<file path="config.mk">
export PLATFORM = sky130hd
export DESIGN_NAME = wcnf_stream_parser_unit
export DESIGN_NICKNAME = d
export VERILOG_FILES = /design/src/rtl/core/wsp_pkg.sv /design/src/rtl/core/wsp_core.sv /design/src/rtl/core/wsp_out_queue.sv /design/src/rtl/core/wcnf_stream_parser_unit.sv
export SDC_FILE = /design/constraint.sdc
export NUM_CORES = 1
export LEC_CHECK = 0
export BUFFER_PORTS_ARGS = -buffer_cell sky130_fd_sc_hd__buf_4
export CORE_MARGIN = 4
export CORE_UTILIZATION = 65
export DETAILED_ROUTE_END_ITERATION = 12
export PLACE_DENSITY = 0.83
export SYNTH_ARGS = -nofsm -noshare
export SYNTH_HDL_FRONTEND = slang
export SYNTH_SLANG_ARGS = --single-unit
export TNS_END_PERCENT = 50
</file>
<file path="constraint.sdc">
create_clock -name clk -period 11.78 [get_ports clk]
set_input_delay 2.356 -clock clk [delete_from_list [all_inputs] [get_ports clk]]
set_output_delay 2.356 -clock clk [all_outputs]
set_load 0.05 [all_outputs]
</file>
<file path="src/rtl/core/wsp_pkg.sv">
// types, codes and character helpers for the wcnf stream parser
package wsp_pkg;

    localparam int FIELD_W  = 24;
    localparam int HW_W     = 31;
    localparam int HEAD_LEN = 6;

    typedef struct packed {
        logic [7:0] data_byte;
        logic       end_of_input;
    } item_t;

    typedef struct packed {
        logic [2:0]         event_res;
        logic [FIELD_W-1:0] var_index;
        logic               negated;
        logic               soft_clause;
        logic [FIELD_W-1:0] count_value;
        logic [HW_W-1:0]    hard_weight;
        logic [2:0]         error_code;
        logic               last_of_run;
    } result_t;

    // results produced by one item, handed to the output queue
    typedef struct packed {
        logic [1:0] num;
        result_t    first;
        result_t    second;
    } push_t;

    localparam logic [2:0] EV_HEADER = 3'd0;
    localparam logic [2:0] EV_START  = 3'd1;
    localparam logic [2:0] EV_LIT    = 3'd2;
    localparam logic [2:0] EV_END    = 3'd3;
    localparam logic [2:0] EV_DONE   = 3'd4;
    localparam logic [2:0] EV_ERROR  = 3'd5;

    localparam logic [2:0] ERR_NONE      = 3'd0;
    localparam logic [2:0] ERR_CHAR      = 3'd1;
    localparam logic [2:0] ERR_NO_HEADER = 3'd2;
    localparam logic [2:0] ERR_WEIGHT    = 3'd3;
    localparam logic [2:0] ERR_OVERFLOW  = 3'd4;

    localparam logic [7:0] CH_NUL   = 8'd0;
    localparam logic [7:0] CH_TAB   = 8'd9;
    localparam logic [7:0] CH_LF    = 8'd10;
    localparam logic [7:0] CH_CR    = 8'd13;
    localparam logic [7:0] CH_SPACE = 8'd32;
    localparam logic [7:0] CH_PLUS  = "+";
    localparam logic [7:0] CH_MINUS = "-";
    localparam logic [7:0] CH_ZERO  = "0";
    localparam logic [7:0] CH_NINE  = "9";
    localparam logic [7:0] CH_C     = "c";
    localparam logic [7:0] CH_P     = "p";

    function automatic logic is_space(input logic [7:0] ch);
        return ch inside {[CH_TAB:CH_CR], CH_SPACE};
    endfunction

    function automatic logic is_digit(input logic [7:0] ch);
        return ch inside {[CH_ZERO:CH_NINE]};
    endfunction

    // characters of the "p wcnf" header line
    function automatic logic [7:0] head_char(input logic [2:0] pos);
        logic [7:0] ch;
        case (pos)
            3'd0:    ch = "p";
            3'd1:    ch = " ";
            3'd2:    ch = "w";
            3'd3:    ch = "c";
            3'd4:    ch = "n";
            3'd5:    ch = "f";
            default: ch = CH_NUL;
        endcase
        return ch;
    endfunction

    function automatic result_t make_result(
        input logic [2:0]         ev,
        input logic [FIELD_W-1:0] var_idx,
        input logic               neg,
        input logic               soft_flag,
        input logic [FIELD_W-1:0] cnt,
        input logic [HW_W-1:0]    hw,
        input logic [2:0]         err
    );
        result_t r;
        r.event_res   = ev;
        r.var_index   = var_idx;
        r.negated     = neg;
        r.soft_clause = soft_flag;
        r.count_value = cnt;
        r.hard_weight = hw;
        r.error_code  = err;
        r.last_of_run = 1'b0;
        return r;
    endfunction

endpackage

</file>
<file path="src/rtl/core/wsp_core.sv">
// input register and parser state with the per-byte decode logic
module wsp_core #(
    parameter int VAR_BITS = 24,
    parameter int NUM_BITS = 31
) (
    input  logic             clk,
    input  logic             rst_n,
    input  logic             item_valid,
    output logic             item_ready,
    input  wsp_pkg::item_t   item,
    input  logic             room,
    output wsp_pkg::push_t   push
);
    import wsp_pkg::*;

    localparam int ACC_W  = (NUM_BITS < 31) ? NUM_BITS : 31;
    localparam int PROD_W = ACC_W + 4;
    localparam int CMP_W  = ((ACC_W > VAR_BITS) ? ACC_W : VAR_BITS) + 1;

    localparam logic [ACC_W-1:0]    ACC_MAX = '1;
    localparam logic [VAR_BITS-1:0] VAR_MAX = '1;
    localparam logic [CMP_W-1:0]    VMAX_C  = CMP_W'(VAR_MAX);
    localparam logic [CMP_W-1:0]    VMAX_P1 = VMAX_C + CMP_W'(1);

    localparam logic [1:0] HF_VARS    = 2'd0;
    localparam logic [1:0] HF_CLAUSES = 2'd1;
    localparam logic [1:0] HF_TOP     = 2'd2;

    typedef enum logic [6:0] {
        PH_SEARCH  = 7'b0000001,
        PH_MATCH   = 7'b0000010,
        PH_HEAD    = 7'b0000100,
        PH_IDLE    = 7'b0001000,
        PH_WEIGHT  = 7'b0010000,
        PH_LITS    = 7'b0100000,
        PH_DISCARD = 7'b1000000
    } phase_t;

    logic                item_valid_reg, item_valid_next;
    item_t               item_reg;
    logic                process;

    phase_t              phase_reg, phase_next;
    logic [2:0]          match_pos_reg, match_pos_next;
    logic [ACC_W-1:0]    accum_reg, accum_next;
    logic                minus_seen_reg, minus_seen_next;
    logic                plus_seen_reg, plus_seen_next;
    logic                digits_seen_reg, digits_seen_next;
    logic [1:0]          header_field_reg, header_field_next;
    logic [VAR_BITS-1:0] var_count_reg, var_count_next;
    logic [VAR_BITS-1:0] clause_count_reg, clause_count_next;
    logic [ACC_W-1:0]    header_top_reg, header_top_next;
    logic [VAR_BITS-1:0] soft_count_reg, soft_count_next;
    logic [VAR_BITS-1:0] next_free_var_reg, next_free_var_next;
    logic                skipping_line_reg, skipping_line_next;

    logic [7:0]          c;
    logic                eoi;
    logic                go;
    logic                num_ph;
    logic                do_fin;
    logic                idle_tok;
    logic                num_tok;
    logic                do_add;
    logic                neg;
    logic [CMP_W-1:0]    mag_c;
    logic [ACC_W-1:0]    lit;
    logic [PROD_W-1:0]   sum;
    logic [2:0]          err;
    logic [1:0]          n_ev;
    result_t             res [2];

    assign process         = item_valid_reg & room;
    assign item_ready      = ~item_valid_reg | room;
    assign item_valid_next = (item_valid & item_ready) | (item_valid_reg & ~process);

    always_ff @(posedge clk or negedge rst_n)
    begin
        if (!rst_n)
        begin
            item_valid_reg <= 1'b0;
        end
        else
        begin
            item_valid_reg <= item_valid_next;
        end
    end

    always_ff @(posedge clk)
    begin
        if (item_valid && item_ready)
        begin
            item_reg <= item;
        end
    end

    always_comb
    begin
        c    = item_reg.data_byte;
        eoi  = item_reg.end_of_input;

        phase_next         = phase_reg;
        match_pos_next     = match_pos_reg;
        accum_next         = accum_reg;
        minus_seen_next    = minus_seen_reg;
        plus_seen_next     = plus_seen_reg;
        digits_seen_next   = digits_seen_reg;
        header_field_next  = header_field_reg;
        var_count_next     = var_count_reg;
        clause_count_next  = clause_count_reg;
        header_top_next    = header_top_reg;
        soft_count_next    = soft_count_reg;
        next_free_var_next = next_free_var_reg;
        skipping_line_next = skipping_line_reg;

        n_ev     = 2'd0;
        res[0]   = '0;
        res[1]   = '0;
        go       = 1'b1;
        idle_tok = 1'b0;
        num_tok  = 1'b0;
        do_add   = 1'b0;
        err      = ERR_NONE;
        sum      = '0;
        neg      = minus_seen_reg && (accum_reg != '0);
        mag_c    = CMP_W'(accum_reg);
        lit      = accum_reg - ACC_W'(1);

        // comment line: newline ends it quietly, nul ends it and is decoded
        if (!eoi && skipping_line_reg)
        begin
            if (c == CH_LF)
            begin
                skipping_line_next = 1'b0;
                go = 1'b0;
            end
            else if (c != CH_NUL)
            begin
                go = 1'b0;
            end
            else
            begin
                skipping_line_next = 1'b0;
            end
        end

        num_ph = phase_reg inside {PH_HEAD, PH_WEIGHT, PH_LITS, PH_DISCARD};
        do_fin = eoi ? digits_seen_reg
                     : (go && num_ph && digits_seen_reg && !is_digit(c));

        // close the pending number
        if (do_fin)
        begin
            accum_next       = '0;
            minus_seen_next  = 1'b0;
            plus_seen_next   = 1'b0;
            digits_seen_next = 1'b0;
            case (phase_reg)
                PH_HEAD:
                begin
                    case (header_field_reg)
                        HF_VARS:
                        begin
                            if (mag_c > VMAX_C)
                            begin
                                res[n_ev[0]] = make_result(EV_ERROR, '0, 1'b0, 1'b0, '0, '0,
                                                           ERR_OVERFLOW);
                                n_ev = n_ev + 2'd1;
                                var_count_next = VAR_MAX;
                            end
                            else
                            begin
                                var_count_next = mag_c[VAR_BITS-1:0];
                            end
                            header_field_next = HF_CLAUSES;
                        end
                        HF_CLAUSES:
                        begin
                            if (mag_c > VMAX_C)
                            begin
                                res[n_ev[0]] = make_result(EV_ERROR, '0, 1'b0, 1'b0, '0, '0,
                                                           ERR_OVERFLOW);
                                n_ev = n_ev + 2'd1;
                                clause_count_next = VAR_MAX;
                            end
                            else
                            begin
                                clause_count_next = mag_c[VAR_BITS-1:0];
                            end
                            header_field_next = HF_TOP;
                        end
                        default:
                        begin
                            header_top_next    = accum_reg;
                            next_free_var_next = var_count_reg;
                            res[n_ev[0]] = make_result(EV_HEADER, FIELD_W'(var_count_reg),
                                                       1'b0, 1'b0,
                                                       FIELD_W'(clause_count_reg),
                                                       HW_W'(accum_reg), ERR_NONE);
                            n_ev = n_ev + 2'd1;
                            header_field_next = HF_VARS;
                            phase_next = PH_IDLE;
                        end
                    endcase
                end
                PH_WEIGHT:
                begin
                    if (!neg && accum_reg == ACC_W'(1))
                    begin
                        res[n_ev[0]] = make_result(EV_START, FIELD_W'(next_free_var_reg),
                                                   1'b0, 1'b1, '0, '0, ERR_NONE);
                        n_ev = n_ev + 2'd1;
                        if (next_free_var_reg != VAR_MAX)
                        begin
                            next_free_var_next = next_free_var_reg + VAR_BITS'(1);
                        end
                        if (soft_count_reg != VAR_MAX)
                        begin
                            soft_count_next = soft_count_reg + VAR_BITS'(1);
                        end
                        phase_next = PH_LITS;
                    end
                    else if (!neg && accum_reg == header_top_reg)
                    begin
                        res[n_ev[0]] = make_result(EV_START, '0, 1'b0, 1'b0, '0, '0,
                                                   ERR_NONE);
                        n_ev = n_ev + 2'd1;
                        phase_next = PH_LITS;
                    end
                    else
                    begin
                        res[n_ev[0]] = make_result(EV_ERROR, '0, 1'b0, 1'b0, '0, '0,
                                                   ERR_WEIGHT);
                        n_ev = n_ev + 2'd1;
                        phase_next = PH_DISCARD;
                    end
                end
                PH_LITS:
                begin
                    if (accum_reg == '0)
                    begin
                        res[n_ev[0]] = make_result(EV_END, '0, 1'b0, 1'b0, '0, '0,
                                                   ERR_NONE);
                        n_ev = n_ev + 2'd1;
                        phase_next = PH_IDLE;
                    end
                    else if (mag_c > VMAX_P1)
                    begin
                        res[n_ev[0]] = make_result(EV_ERROR, '0, 1'b0, 1'b0, '0, '0,
                                                   ERR_OVERFLOW);
                        n_ev = n_ev + 2'd1;
                    end
                    else
                    begin
                        res[n_ev[0]] = make_result(EV_LIT, FIELD_W'(lit), neg, 1'b0,
                                                   '0, '0, ERR_NONE);
                        n_ev = n_ev + 2'd1;
                    end
                end
                PH_DISCARD:
                begin
                    if (accum_reg == '0)
                    begin
                        phase_next = PH_IDLE;
                    end
                end
                default:
                begin
                end
            endcase
        end

        if (eoi)
        begin
            if (phase_next == PH_SEARCH)
            begin
                err = ERR_NO_HEADER;
            end
            else if (phase_next == PH_IDLE)
            begin
                err = ERR_NONE;
            end
            else
            begin
                err = ERR_CHAR;
            end
            res[n_ev[0]] = make_result(EV_DONE, '0, 1'b0, 1'b0, FIELD_W'(soft_count_next),
                                       '0, err);
            n_ev = n_ev + 2'd1;

            phase_next         = PH_SEARCH;
            match_pos_next     = '0;
            accum_next         = '0;
            minus_seen_next    = 1'b0;
            plus_seen_next     = 1'b0;
            digits_seen_next   = 1'b0;
            header_field_next  = HF_VARS;
            var_count_next     = '0;
            clause_count_next  = '0;
            header_top_next    = '0;
            soft_count_next    = '0;
            next_free_var_next = '0;
            skipping_line_next = 1'b0;
        end
        else if (go)
        begin
            if (do_fin)
            begin
                // the byte that closed the number starts the next token
                if (phase_next == PH_IDLE)
                begin
                    idle_tok = 1'b1;
                end
                else
                begin
                    num_tok = 1'b1;
                end
            end
            else
            begin
                case (phase_reg)
                    PH_SEARCH:
                    begin
                        if (is_space(c))
                        begin
                        end
                        else if (c == CH_C)
                        begin
                            skipping_line_next = 1'b1;
                        end
                        else if (c == CH_P)
                        begin
                            phase_next     = PH_MATCH;
                            match_pos_next = 3'd1;
                        end
                        else
                        begin
                            res[n_ev[0]] = make_result(EV_ERROR, '0, 1'b0, 1'b0, '0, '0,
                                                       ERR_NO_HEADER);
                            n_ev = n_ev + 2'd1;
                            phase_next = PH_IDLE;
                            idle_tok   = 1'b1;
                        end
                    end
                    PH_MATCH:
                    begin
                        if (match_pos_reg < 3'(HEAD_LEN) && c == head_char(match_pos_reg))
                        begin
                            if (match_pos_reg == 3'(HEAD_LEN - 1))
                            begin
                                match_pos_next    = '0;
                                header_field_next = HF_VARS;
                                phase_next        = PH_HEAD;
                            end
                            else
                            begin
                                match_pos_next = match_pos_reg + 3'd1;
                            end
                        end
                        else
                        begin
                            res[n_ev[0]] = make_result(EV_ERROR, '0, 1'b0, 1'b0, '0, '0,
                                                       ERR_CHAR);
                            n_ev = n_ev + 2'd1;
                            match_pos_next     = '0;
                            phase_next         = PH_IDLE;
                            skipping_line_next = (c != CH_LF);
                        end
                    end
                    PH_IDLE:
                    begin
                        idle_tok = 1'b1;
                    end
                    default:
                    begin
                        if (digits_seen_reg)
                        begin
                            do_add = 1'b1;
                        end
                        else
                        begin
                            num_tok = 1'b1;
                        end
                    end
                endcase
            end

            if (idle_tok)
            begin
                if (is_space(c))
                begin
                end
                else if (c == CH_C || c == CH_P)
                begin
                    skipping_line_next = 1'b1;
                end
                else if (is_digit(c) || c == CH_PLUS || c == CH_MINUS)
                begin
                    phase_next = PH_WEIGHT;
                    num_tok    = 1'b1;
                end
                else
                begin
                    res[n_ev[0]] = make_result(EV_ERROR, '0, 1'b0, 1'b0, '0, '0, ERR_CHAR);
                    n_ev = n_ev + 2'd1;
                end
            end

            // first byte of a number, no digit seen yet
            if (num_tok)
            begin
                if (minus_seen_next || plus_seen_next)
                begin
                    if (is_digit(c))
                    begin
                        do_add = 1'b1;
                    end
                    else
                    begin
                        res[n_ev[0]] = make_result(EV_ERROR, '0, 1'b0, 1'b0, '0, '0,
                                                   ERR_CHAR);
                        n_ev = n_ev + 2'd1;
                    end
                end
                else if (is_space(c))
                begin
                end
                else if (is_digit(c))
                begin
                    do_add = 1'b1;
                end
                else if (c == CH_PLUS)
                begin
                    plus_seen_next = 1'b1;
                end
                else if (c == CH_MINUS && phase_next != PH_HEAD)
                begin
                    minus_seen_next = 1'b1;
                end
                else
                begin
                    res[n_ev[0]] = make_result(EV_ERROR, '0, 1'b0, 1'b0, '0, '0, ERR_CHAR);
                    n_ev = n_ev + 2'd1;
                end
            end

            // accum * 10 + digit, saturating at the number limit
            if (do_add)
            begin
                sum = PROD_W'(accum_next) * PROD_W'(10) + PROD_W'(c[3:0]);
                if (sum > PROD_W'(ACC_MAX))
                begin
                    accum_next = ACC_MAX;
                    res[n_ev[0]] = make_result(EV_ERROR, '0, 1'b0, 1'b0, '0, '0,
                                               ERR_OVERFLOW);
                    n_ev = n_ev + 2'd1;
                end
                else
                begin
                    accum_next = sum[ACC_W-1:0];
                end
                digits_seen_next = 1'b1;
            end
        end

        if (n_ev != 2'd0)
        begin
            res[1'(n_ev - 2'd1)].last_of_run = 1'b1;
        end
    end

    assign push.num    = process ? n_ev : 2'd0;
    assign push.first  = res[0];
    assign push.second = res[1];

    always_ff @(posedge clk or negedge rst_n)
    begin
        if (!rst_n)
        begin
            phase_reg         <= PH_SEARCH;
            match_pos_reg     <= '0;
            accum_reg         <= '0;
            minus_seen_reg    <= 1'b0;
            plus_seen_reg     <= 1'b0;
            digits_seen_reg   <= 1'b0;
            header_field_reg  <= HF_VARS;
            var_count_reg     <= '0;
            clause_count_reg  <= '0;
            header_top_reg    <= '0;
            soft_count_reg    <= '0;
            next_free_var_reg <= '0;
            skipping_line_reg <= 1'b0;
        end
        else if (process)
        begin
            phase_reg         <= phase_next;
            match_pos_reg     <= match_pos_next;
            accum_reg         <= accum_next;
            minus_seen_reg    <= minus_seen_next;
            plus_seen_reg     <= plus_seen_next;
            digits_seen_reg   <= digits_seen_next;
            header_field_reg  <= header_field_next;
            var_count_reg     <= var_count_next;
            clause_count_reg  <= clause_count_next;
            header_top_reg    <= header_top_next;
            soft_count_reg    <= soft_count_next;
            next_free_var_reg <= next_free_var_next;
            skipping_line_reg <= skipping_line_next;
        end
    end

endmodule

</file>
<file path="src/rtl/core/wsp_out_queue.sv">
// three-entry result queue, takes up to two results per cycle while room is high
module wsp_out_queue (
    input  logic             clk,
    input  logic             rst_n,
    input  wsp_pkg::push_t   push,
    output logic             room,
    output logic             result_valid,
    input  logic             result_ready,
    output wsp_pkg::result_t result
);
    import wsp_pkg::*;

    localparam int DEPTH = 3;

    result_t    q_reg [DEPTH];
    result_t    q_next [DEPTH];
    logic [1:0] count_reg, count_next;
    logic [1:0] base;
    logic       pop;

    assign result_valid = (count_reg != 2'd0);
    assign result       = q_reg[0];
    // room only looks at the registered fill, so ready never follows result_ready
    assign room         = (count_reg <= 2'd1);
    assign pop          = result_valid & result_ready;

    always_comb
    begin
        base = count_reg - {1'b0, pop};
        for (int i = 0; i < DEPTH - 1; i++)
        begin
            q_next[i] = pop ? q_reg[i + 1] : q_reg[i];
        end
        q_next[DEPTH-1] = q_reg[DEPTH-1];
        if (push.num != 2'd0)
        begin
            q_next[base] = push.first;
        end
        if (push.num == 2'd2)
        begin
            q_next[base + 2'd1] = push.second;
        end
        count_next = base + push.num;
    end

    always_ff @(posedge clk)
    begin
        q_reg <= q_next;
    end

    always_ff @(posedge clk or negedge rst_n)
    begin
        if (!rst_n)
        begin
            count_reg <= 2'd0;
        end
        else
        begin
            count_reg <= count_next;
        end
    end

endmodule

</file>
<file path="src/rtl/core/wcnf_stream_parser_unit.sv">
// top level of the weighted-cnf byte stream parser
//
// channel  dir  handshake                    payload
// item     in   item_valid / item_ready      wsp_pkg::item_t (one text byte or end mark)
// result   out  result_valid / result_ready  wsp_pkg::result_t (one event record)
//
// one byte per cycle while the queue has room; a byte that yields two records queues both at once
// a taken byte is held in the input register until the queue has room, then its records are queued
// the three-entry result queue lets input run while a record waits to be taken
// item_ready drops only when the input register is full and at least two records are queued
// rst_n clears the parser to header search and empties the queue
module wcnf_stream_parser_unit #(
    parameter int VAR_BITS = 24,
    parameter int NUM_BITS = 31
) (
    input  logic             clk,
    input  logic             rst_n,
    input  logic             item_valid,
    output logic             item_ready,
    input  wsp_pkg::item_t   item,
    output logic             result_valid,
    input  logic             result_ready,
    output wsp_pkg::result_t result
);
    import wsp_pkg::*;

    push_t push;
    logic  room;

    wsp_core #(
        .VAR_BITS (VAR_BITS),
        .NUM_BITS (NUM_BITS)
    ) u_core (
        .clk        (clk),
        .rst_n      (rst_n),
        .item_valid (item_valid),
        .item_ready (item_ready),
        .item       (item),
        .room       (room),
        .push       (push)
    );

    wsp_out_queue u_queue (
        .clk          (clk),
        .rst_n        (rst_n),
        .push         (push),
        .room         (room),
        .result_valid (result_valid),
        .result_ready (result_ready),
        .result       (result)
    );

endmodule

</file>
==> impl_metrics.py, run 1 <==
metrics = {
    "pwr": {
        "power_frac_clock_pct": 16.3,
        "p_per_area_mw_per_mm2": 315,
        "seq_power_share_pct": 27.4,
        "p_int_mw": 4.74,
        "switching_power_mw": 4.49,
        "p_comb_share_pct": 56.3,
        "peakVddDrop_mv": 0.274,
        "p_leak_nw": 12.0,
        "swShare_pct": 48.7,
    },
    "global_route": {
        "grt_pass1_wl_mm": 135,
        "grt_max_degree": 118,
        "grt-ovfl-total": 0,
        "grt_util_all_layers_pct": 35.6,
        "antenna_found_initial": 3,
        "grt_pass1_vias": 24700,
    },
    "clocking": {
        "root_buffer": "clkbuf_16",
        "cts_resized": 0,
        "clk_latency_ps": 600,
        "cts_setup_buffers": 0,
        "cts_buffer_depth": 3,
        "cts_sinks": 450,
        "numCtsBuffers": 47,
        "ctsHtreeMaxLevel": 2,
        "hold_buffers": 0,
        "cts_tree": "yes",
        "clk_pin_slew_worst_paths_ps": 60,
    },
    "floorplanning": {
        "core_area_sq_mm": 0.0421,
        "row_count": 75,
        "die_area_sq_mm": 0.0461,
        "die_w_microns": 215,
        "start_util_pct": 65.9,
        "io_pins": 103,
        "die_y_microns": 215,
    },
    "critical_path": {
        "r2r_start": "u_core.c[1]$_DFFE_PP_",
        "reg2reg_depth": 28,
        "criticalPathCategory": "register to register",
        "rrSetupSlack_ps": 2050,
        "cpPeakStageDelay_ps": 900,
        "cp-startpoint": "u_core.c[1]$_DFFE_PP_",
        "cp.required_ps": 12240,
        "path_buf_inv": 4,
        "cp_slowest_cell": "o2111a_4",
        "worstPathMaxFanout": 76,
        "worstSetupEndpointType": "register",
        "rr_endpoint": "u_queue.result[3]$_DFF_P_",
        "crit_arrival_ps": 10200,
        "cp-start-kind": "register",
        "critical-path-top-delay-family": "simple AND/OR/NAND/NOR gates",
    },
    "timing": {
        "period_minus_slack_ps": 9730,
        "fin_worst_skew_ps": 20.8,
        "fin_crit_sh_pct": 82.6,
        "fmax_ghz": 0.103,
        "final.setup.tns_ps": 0,
        "slew_headroom_pct": 9.72,
        "finalMaxSlewViolations": 0,
        "finalHoldViolCount": 0,
        "setup_slack_ps": 2050,
        "rsz0062_at_grt": "false",
        "finalSetupViolCount": 0,
        "worst_pin_slew_ps": 1350,
    },
    "cells_and_area": {
        "seq_area_sq_mm": 0.00999,
        "nFillCells": 3294,
        "nNetsFinal": 3283,
        "final_cell_area_sq_mm": 0.0293,
        "area_growth_pct": 5.60,
        "multiInputGateArea_sq_mm": 0.0158,
        "layout-drive-gt1-share_pct": 10.5,
        "largest_register_ffs": 176,
    },
    "drt": {
        "via_per_inst": 6.87,
        "wl_per_cell_microns": 22.7,
        "postRouteWirelength_mm": 86.2,
        "ant_nets": 0,
        "drtPass1Iterations": 6,
        "drtIter0Drc": 3670,
        "drc": 0,
        "vias": 26100,
    },
    "worst_hold_path": {
        "hp-class": "register to register",
        "hold-path-cell-count": 2,
        "hold_end": "u_queue.q_reg[1]$_DFF_P_",
        "hold_start": "u_queue.q_reg[1]$_DFF_P_",
    },
    "flow_run": {
        "cap_violations": 0,
    },
    "logic_synthesis": {
        "yosysSeqAreaShare_pct": 36.0,
        "synth_edf_count": 9,
        "synth_cell_types": 109,
        "synth.top_cells.by_area": "dfxtp_1, dfrtp_1, nand2_1, a21oi_1, nor2_1",
        "synth_area_sq_mm": 0.0278,
        "syn_nets": 3471,
        "synthFlopType": "dfxtp_1",
        "ys_seq_elements": 450,
        "yosysMostFrequentCell": "nand2_1",
        "yosys_warnings": 0,
        "yosys.area.top_type": "dfxtp_1",
        "synth_commonest_cells": "nand2_1, a21oi_1, nor2_1, dfxtp_1, clkbuf_1",
        "syn_area_per_cell_sq_um": 8.15,
        "async_flop_share_pct": 39.3,
        "synth_top_area_share_pct": 19.0,
        "synth_cells": 3407,
    },
    "placed_design": {
        "dp_hpwl_mm": 56.5,
        "gp_congestion": 0.958,
        "place_ws_ps": 2290,
        "dpl-instance-area_sq_mm": 0.0277,
        "io_buffers": 102,
    },
    "outcome": {
        "status": "finished, final reports clean",
    },
}
-- how the worst max path moves through the flow --
| stage | to | cells past startpoint |
|---|---|---|
| 2_1_floorplan | u_queue.result[18]$_DFF_P_ | 33 |
| 3_3_place_gp | u_queue.result[3]$_DFF_P_ | 28 |
| 3_5_place_dp | u_queue.result[3]$_DFF_P_ | 28 |
| 4_1_cts | u_queue.result[3]$_DFF_P_ | 28 |
| 5_1_grt | u_queue.result[3]$_DFF_P_ | 28 |
| 6_report | u_queue.result[3]$_DFF_P_ | 28 |
-- power by group through the flow --
stage	Sequential (mW)	Combinational [mW]	Clock, mW
2_1_floorplan	2.20	4.22	0
3_3_place_gp	2.50	4.90	0
3_5_place_dp	2.52	5.04	0
4_1_cts	2.50	5.07	1.51
5_1_grt	2.56	5.60	1.58
6_report	2.53	5.19	1.51
-- per-layer routing --
layer  vias up  global-route usage (%)  part of all wire (%)
met1     12400                    49.3                    41
met4         2                    14.5                   4.1
met5         -                       0                 0.012
li1      11800                       -                     -
met3       276                    8.26                    11
met2      1634                    53.9                    44
-- per-stage QoR --
step / util (%) / hold slack, ps / instances / power [mW]
after global routing: 69.6 / 472 / 3793 / 9.74
after floorplan: - / 431 / 3407 / 6.43
after detailed placement: 65.8 / 445 / 3709 / 7.57
final: 69.6 / 455 / 3795 / 9.23
after global placement: 65.8 / 437 / 3709 / 7.40
after CTS: 69.6 / 454 / 3793 / 9.08
-- kinds of logic after synthesis --
group	share of synthesized area, %
and+or+nand+nor	20.2
AOI/OAI and AO/OA	23.3
DFF	36.0
buffers and inverters	7.47
muxes	5.79
xor gates and xnor gates	4.88
adders and majority gates	2.40
-- cell usage in the layout (no fill, tap or decap), types with 31 or more instances in the layout --
| cell type | n |
|---|---|
| a211oi_1 | 107 |
| a21o_1 | 33 |
| a21oi_1 | 308 |
| a221o_1 | 39 |
| a22o_1 | 55 |
| a22oi_1 | 32 |
| and3_1 | 53 |
| buf_4 | 137 |
| clkbuf_16 | 50 |
| dfrtp_1 | 176 |
| dfxtp_1 | 264 |
| ha_1 | 50 |
| inv_1 | 50 |
| mux2_2 | 53 |
| mux2i_1 | 101 |
| nand2_1 | 487 |
| nand3_1 | 137 |
| nor2_1 | 287 |
| nor3_1 | 55 |
| nor4_1 | 36 |
| o21ai_0 | 155 |
| o31ai_1 | 31 |
| xnor2_1 | 74 |
| xor2_1 | 77 |
-- tightest hold or removal path, delay by kind of cell, from the launching register on --
| family | cells | cell delay, ps |
|---|---|---|
| AOI/OAI and AO/OA | 1 | 50 |
| DFF | 1 | 310 |
| and+or+nand+nor | 1 | 50 |
-- layout make-up --
class	count	share of cell area [%]
multi-input combinational	2529	53.9
sequential	450	34.1
clock buffer	72	5.03
timing repair buffer	140	3.68
tap	539	2.30
inverter	51	0.661
clock inverter	12	0.363
antenna	2	0.0171
Power figures use the tool's default switching activity.
==> run 2, diff against run 1 <==
Settings changed: CORE_UTILIZATION 65 to 57, PLACE_DENSITY 0.83 to 0.77.
Clock period 11.78 ns to 8.9 ns, I/O delays scaled along.
==> run 2 against run 1 <==
Critical path depth is 2 lower. Register-to-register slack worse by 1600 ps. Clock power is 34% higher. Final area is 0.99% higher. Final cell count is 2.5% higher.
==> impl_metrics.py, run 2 (synthesis gave the netlist of run 1 again) <==
metrics = {
    "outcome": {
        "status": "finished, final reports clean",
    },
    "drt": {
        "drc": 0,
        "via_per_inst": 6.66,
        "drtIter0Drc": 3422,
        "wl_per_cell_microns": 22.1,
        "ant_nets": 0,
        "postRouteWirelength_mm": 85.8,
        "vias": 25900,
        "drtPass1Iterations": 8,
    },
    "global_route": {
        "grt-ovfl-total": 0,
        "antenna_found_initial": 0,
        "grt_pass1_vias": 23900,
        "grt_util_all_layers_pct": 31.0,
        "grt_max_degree": 134,
        "grt_pass1_wl_mm": 134,
    },
    "timing": {
        "finalSetupViolCount": 0,
        "slew_headroom_pct": 16.6,
        "rsz0062_at_grt": "false",
        "worst_pin_slew_ps": 1250,
        "final.setup.tns_ps": 0,
        "fmax_ghz": 0.119,
        "setup_slack_ps": 466,
        "finalHoldViolCount": 0,
        "fin_crit_sh_pct": 94.8,
        "fin_worst_skew_ps": 27.3,
        "hold_ws_ps": 452,
        "period_minus_slack_ps": 8430,
        "finalMaxSlewViolations": 0,
    },
    "floorplanning": {
        "start_util_pct": 57.9,
        "row_count": 80,
        "die_y_microns": 229,
        "die_area_sq_mm": 0.0523,
        "die_w_microns": 229,
        "io_pins": 103,
        "core_area_sq_mm": 0.0479,
    },
    "pwr": {
        "p_per_area_mw_per_mm2": 415,
        "p_total_mw": 12.3,
        "p_leak_nw": 12.1,
        "peakVddDrop_mv": 0.270,
    },
    "cells_and_area": {
        "final_cell_area_sq_mm": 0.0296,
        "nNetsFinal": 3297,
        "fin_cells": 3888,
        "finish.utilization_pct": 61.8,
        "area_growth_pct": 6.64,
        "final_cell_mix": "nand2_1, a21oi_1, nor2_1",
        "largest_register_ffs": 176,
        "final_common_cell": "nand2_1",
        "layout-drive-gt1-share_pct": 10.8,
        "antenna_cells": 0,
    },
    "placed_design": {
        "io_buffers": 102,
        "dpl.cell_count": 3797,
        "dpl-instance-area_sq_mm": 0.0280,
        "dp_hpwl_mm": 57.0,
        "gp_congestion": 0.943,
        "place_ws_ps": 444,
    },
    "critical_path": {
        "worstSetupEndpointType": "register",
        "critical-path-top-delay-family": "compound AO/OA/AOI/OAI gates",
        "reg2reg_depth": 26,
        "cp.required_ps": 9420,
        "rr_endpoint": "u_queue.result[17]$_DFF_P_",
        "rrSetupSlack_ps": 470,
        "crit_arrival_ps": 8950,
        "cpPeakStageDelay_ps": 600,
        "r2r_start": "u_core.c[1]$_DFFE_PP_",
        "path_buf_inv": 4,
        "criticalPathCategory": "register to register",
        "cp_slowest_cell": "or4_4",
        "cp-start-kind": "register",
        "crit_top_cell": "a21oi_1",
        "worstPathMaxFanout": 68,
    },
    "clocking": {
        "cts_buffer_depth": 3,
        "root_buffer": "clkbuf_16",
        "cts_sinks": 450,
        "numCtsBuffers": 48,
        "cts_tree": "yes",
        "clk_latency_ps": 610,
        "ctsHtreeMaxLevel": 2,
        "clk_pin_slew_worst_paths_ps": 60,
    },
    "flow_run": {
        "cap_violations": 0,
    },
    "worst_hold_path": {
        "hold_start": "u_queue.q_reg[78]$_DFF_P_",
        "hp-class": "register to register",
        "hold-path-cell-count": 2,
        "hold_end": "u_queue.q_reg[78]$_DFF_P_",
    },
}
==> run 2: power by group <==
| part | switching (mW) | internal, mW | leakage [nW] | total, mW |
|---|---|---|---|---|
| logic | 4.38 | 2.54 | 6.76 | 6.92 |
| registers | 0.695 | 2.65 | 4.53 | 3.34 |
| clock network | 0.873 | 1.16 | 0.785 | 2.03 |
==> run 2: worst max-delay path by stage <==
stage / slack (ps) / to / cells after the start / start
finish: 470 / u_queue.result[17]$_DFF_P_ / 26 / u_core.c[1]$_DFFE_PP_
detailed placement: 440 / u_queue.q_reg[143]$_DFF_P_ / 24 / u_core.c[1]$_DFFE_PP_
floorplan: 1260 / u_queue.result[18]$_DFF_P_ / 33 / u_core.c[4]$_DFFE_PP_
CTS: 430 / u_queue.q_reg[143]$_DFF_P_ / 24 / u_core.c[1]$_DFFE_PP_
global route: 30 / u_queue.result[86]$_DFF_P_ / 26 / u_core.c[1]$_DFFE_PP_
global placement: 780 / u_queue.q_reg[131]$_DFF_P_ / 24 / u_core.c[1]$_DFFE_PP_
==> run 2: repair_timing <==
action / 4_1_cts / 5_1_grt
gates resized for setup: 0 / 2
endpoints found under the hold margin: 0 / 0
hold buffers: 0 / 0
setup buffers: 0 / 0
setup endpoints to repair: 0 / 27
==> run 2: area by class of cell <==
| class | instances | area (sq um) |
|---|---|---|
| inverter | 51 | 194 |
| fill | 3998 | 18300 |
| tap | 615 | 769 |
| timing repair buffer | 153 | 1250 |
| multi-input combinational | 2529 | 15800 |
| sequential | 450 | 9990 |
| clock buffer | 76 | 1450 |
| clock inverter | 14 | 165 |
==> run 2: layer usage <==
layer | track usage, % | routed length [microns] | vias to the layer above
li1 | - | - | 11800
met1 | 44.2 | 36000 | 12400
met2 | 46.4 | 37500 | 1524
met3 | 7.13 | 9330 | 220
met4 | 10.6 | 2970 | 0
met5 | 0 | 0 | -
==> run 2: worst reg2reg max path, delay by kind of cell, from the launching register on <==
family / cells / cell delay [ps]
DFF: 1 / 580
adders and majority gates: 2 / 900
and+or+nand+nor: 9 / 2840
AOI/OAI and AO/OA: 11 / 2940
buffers and inverters: 4 / 1100
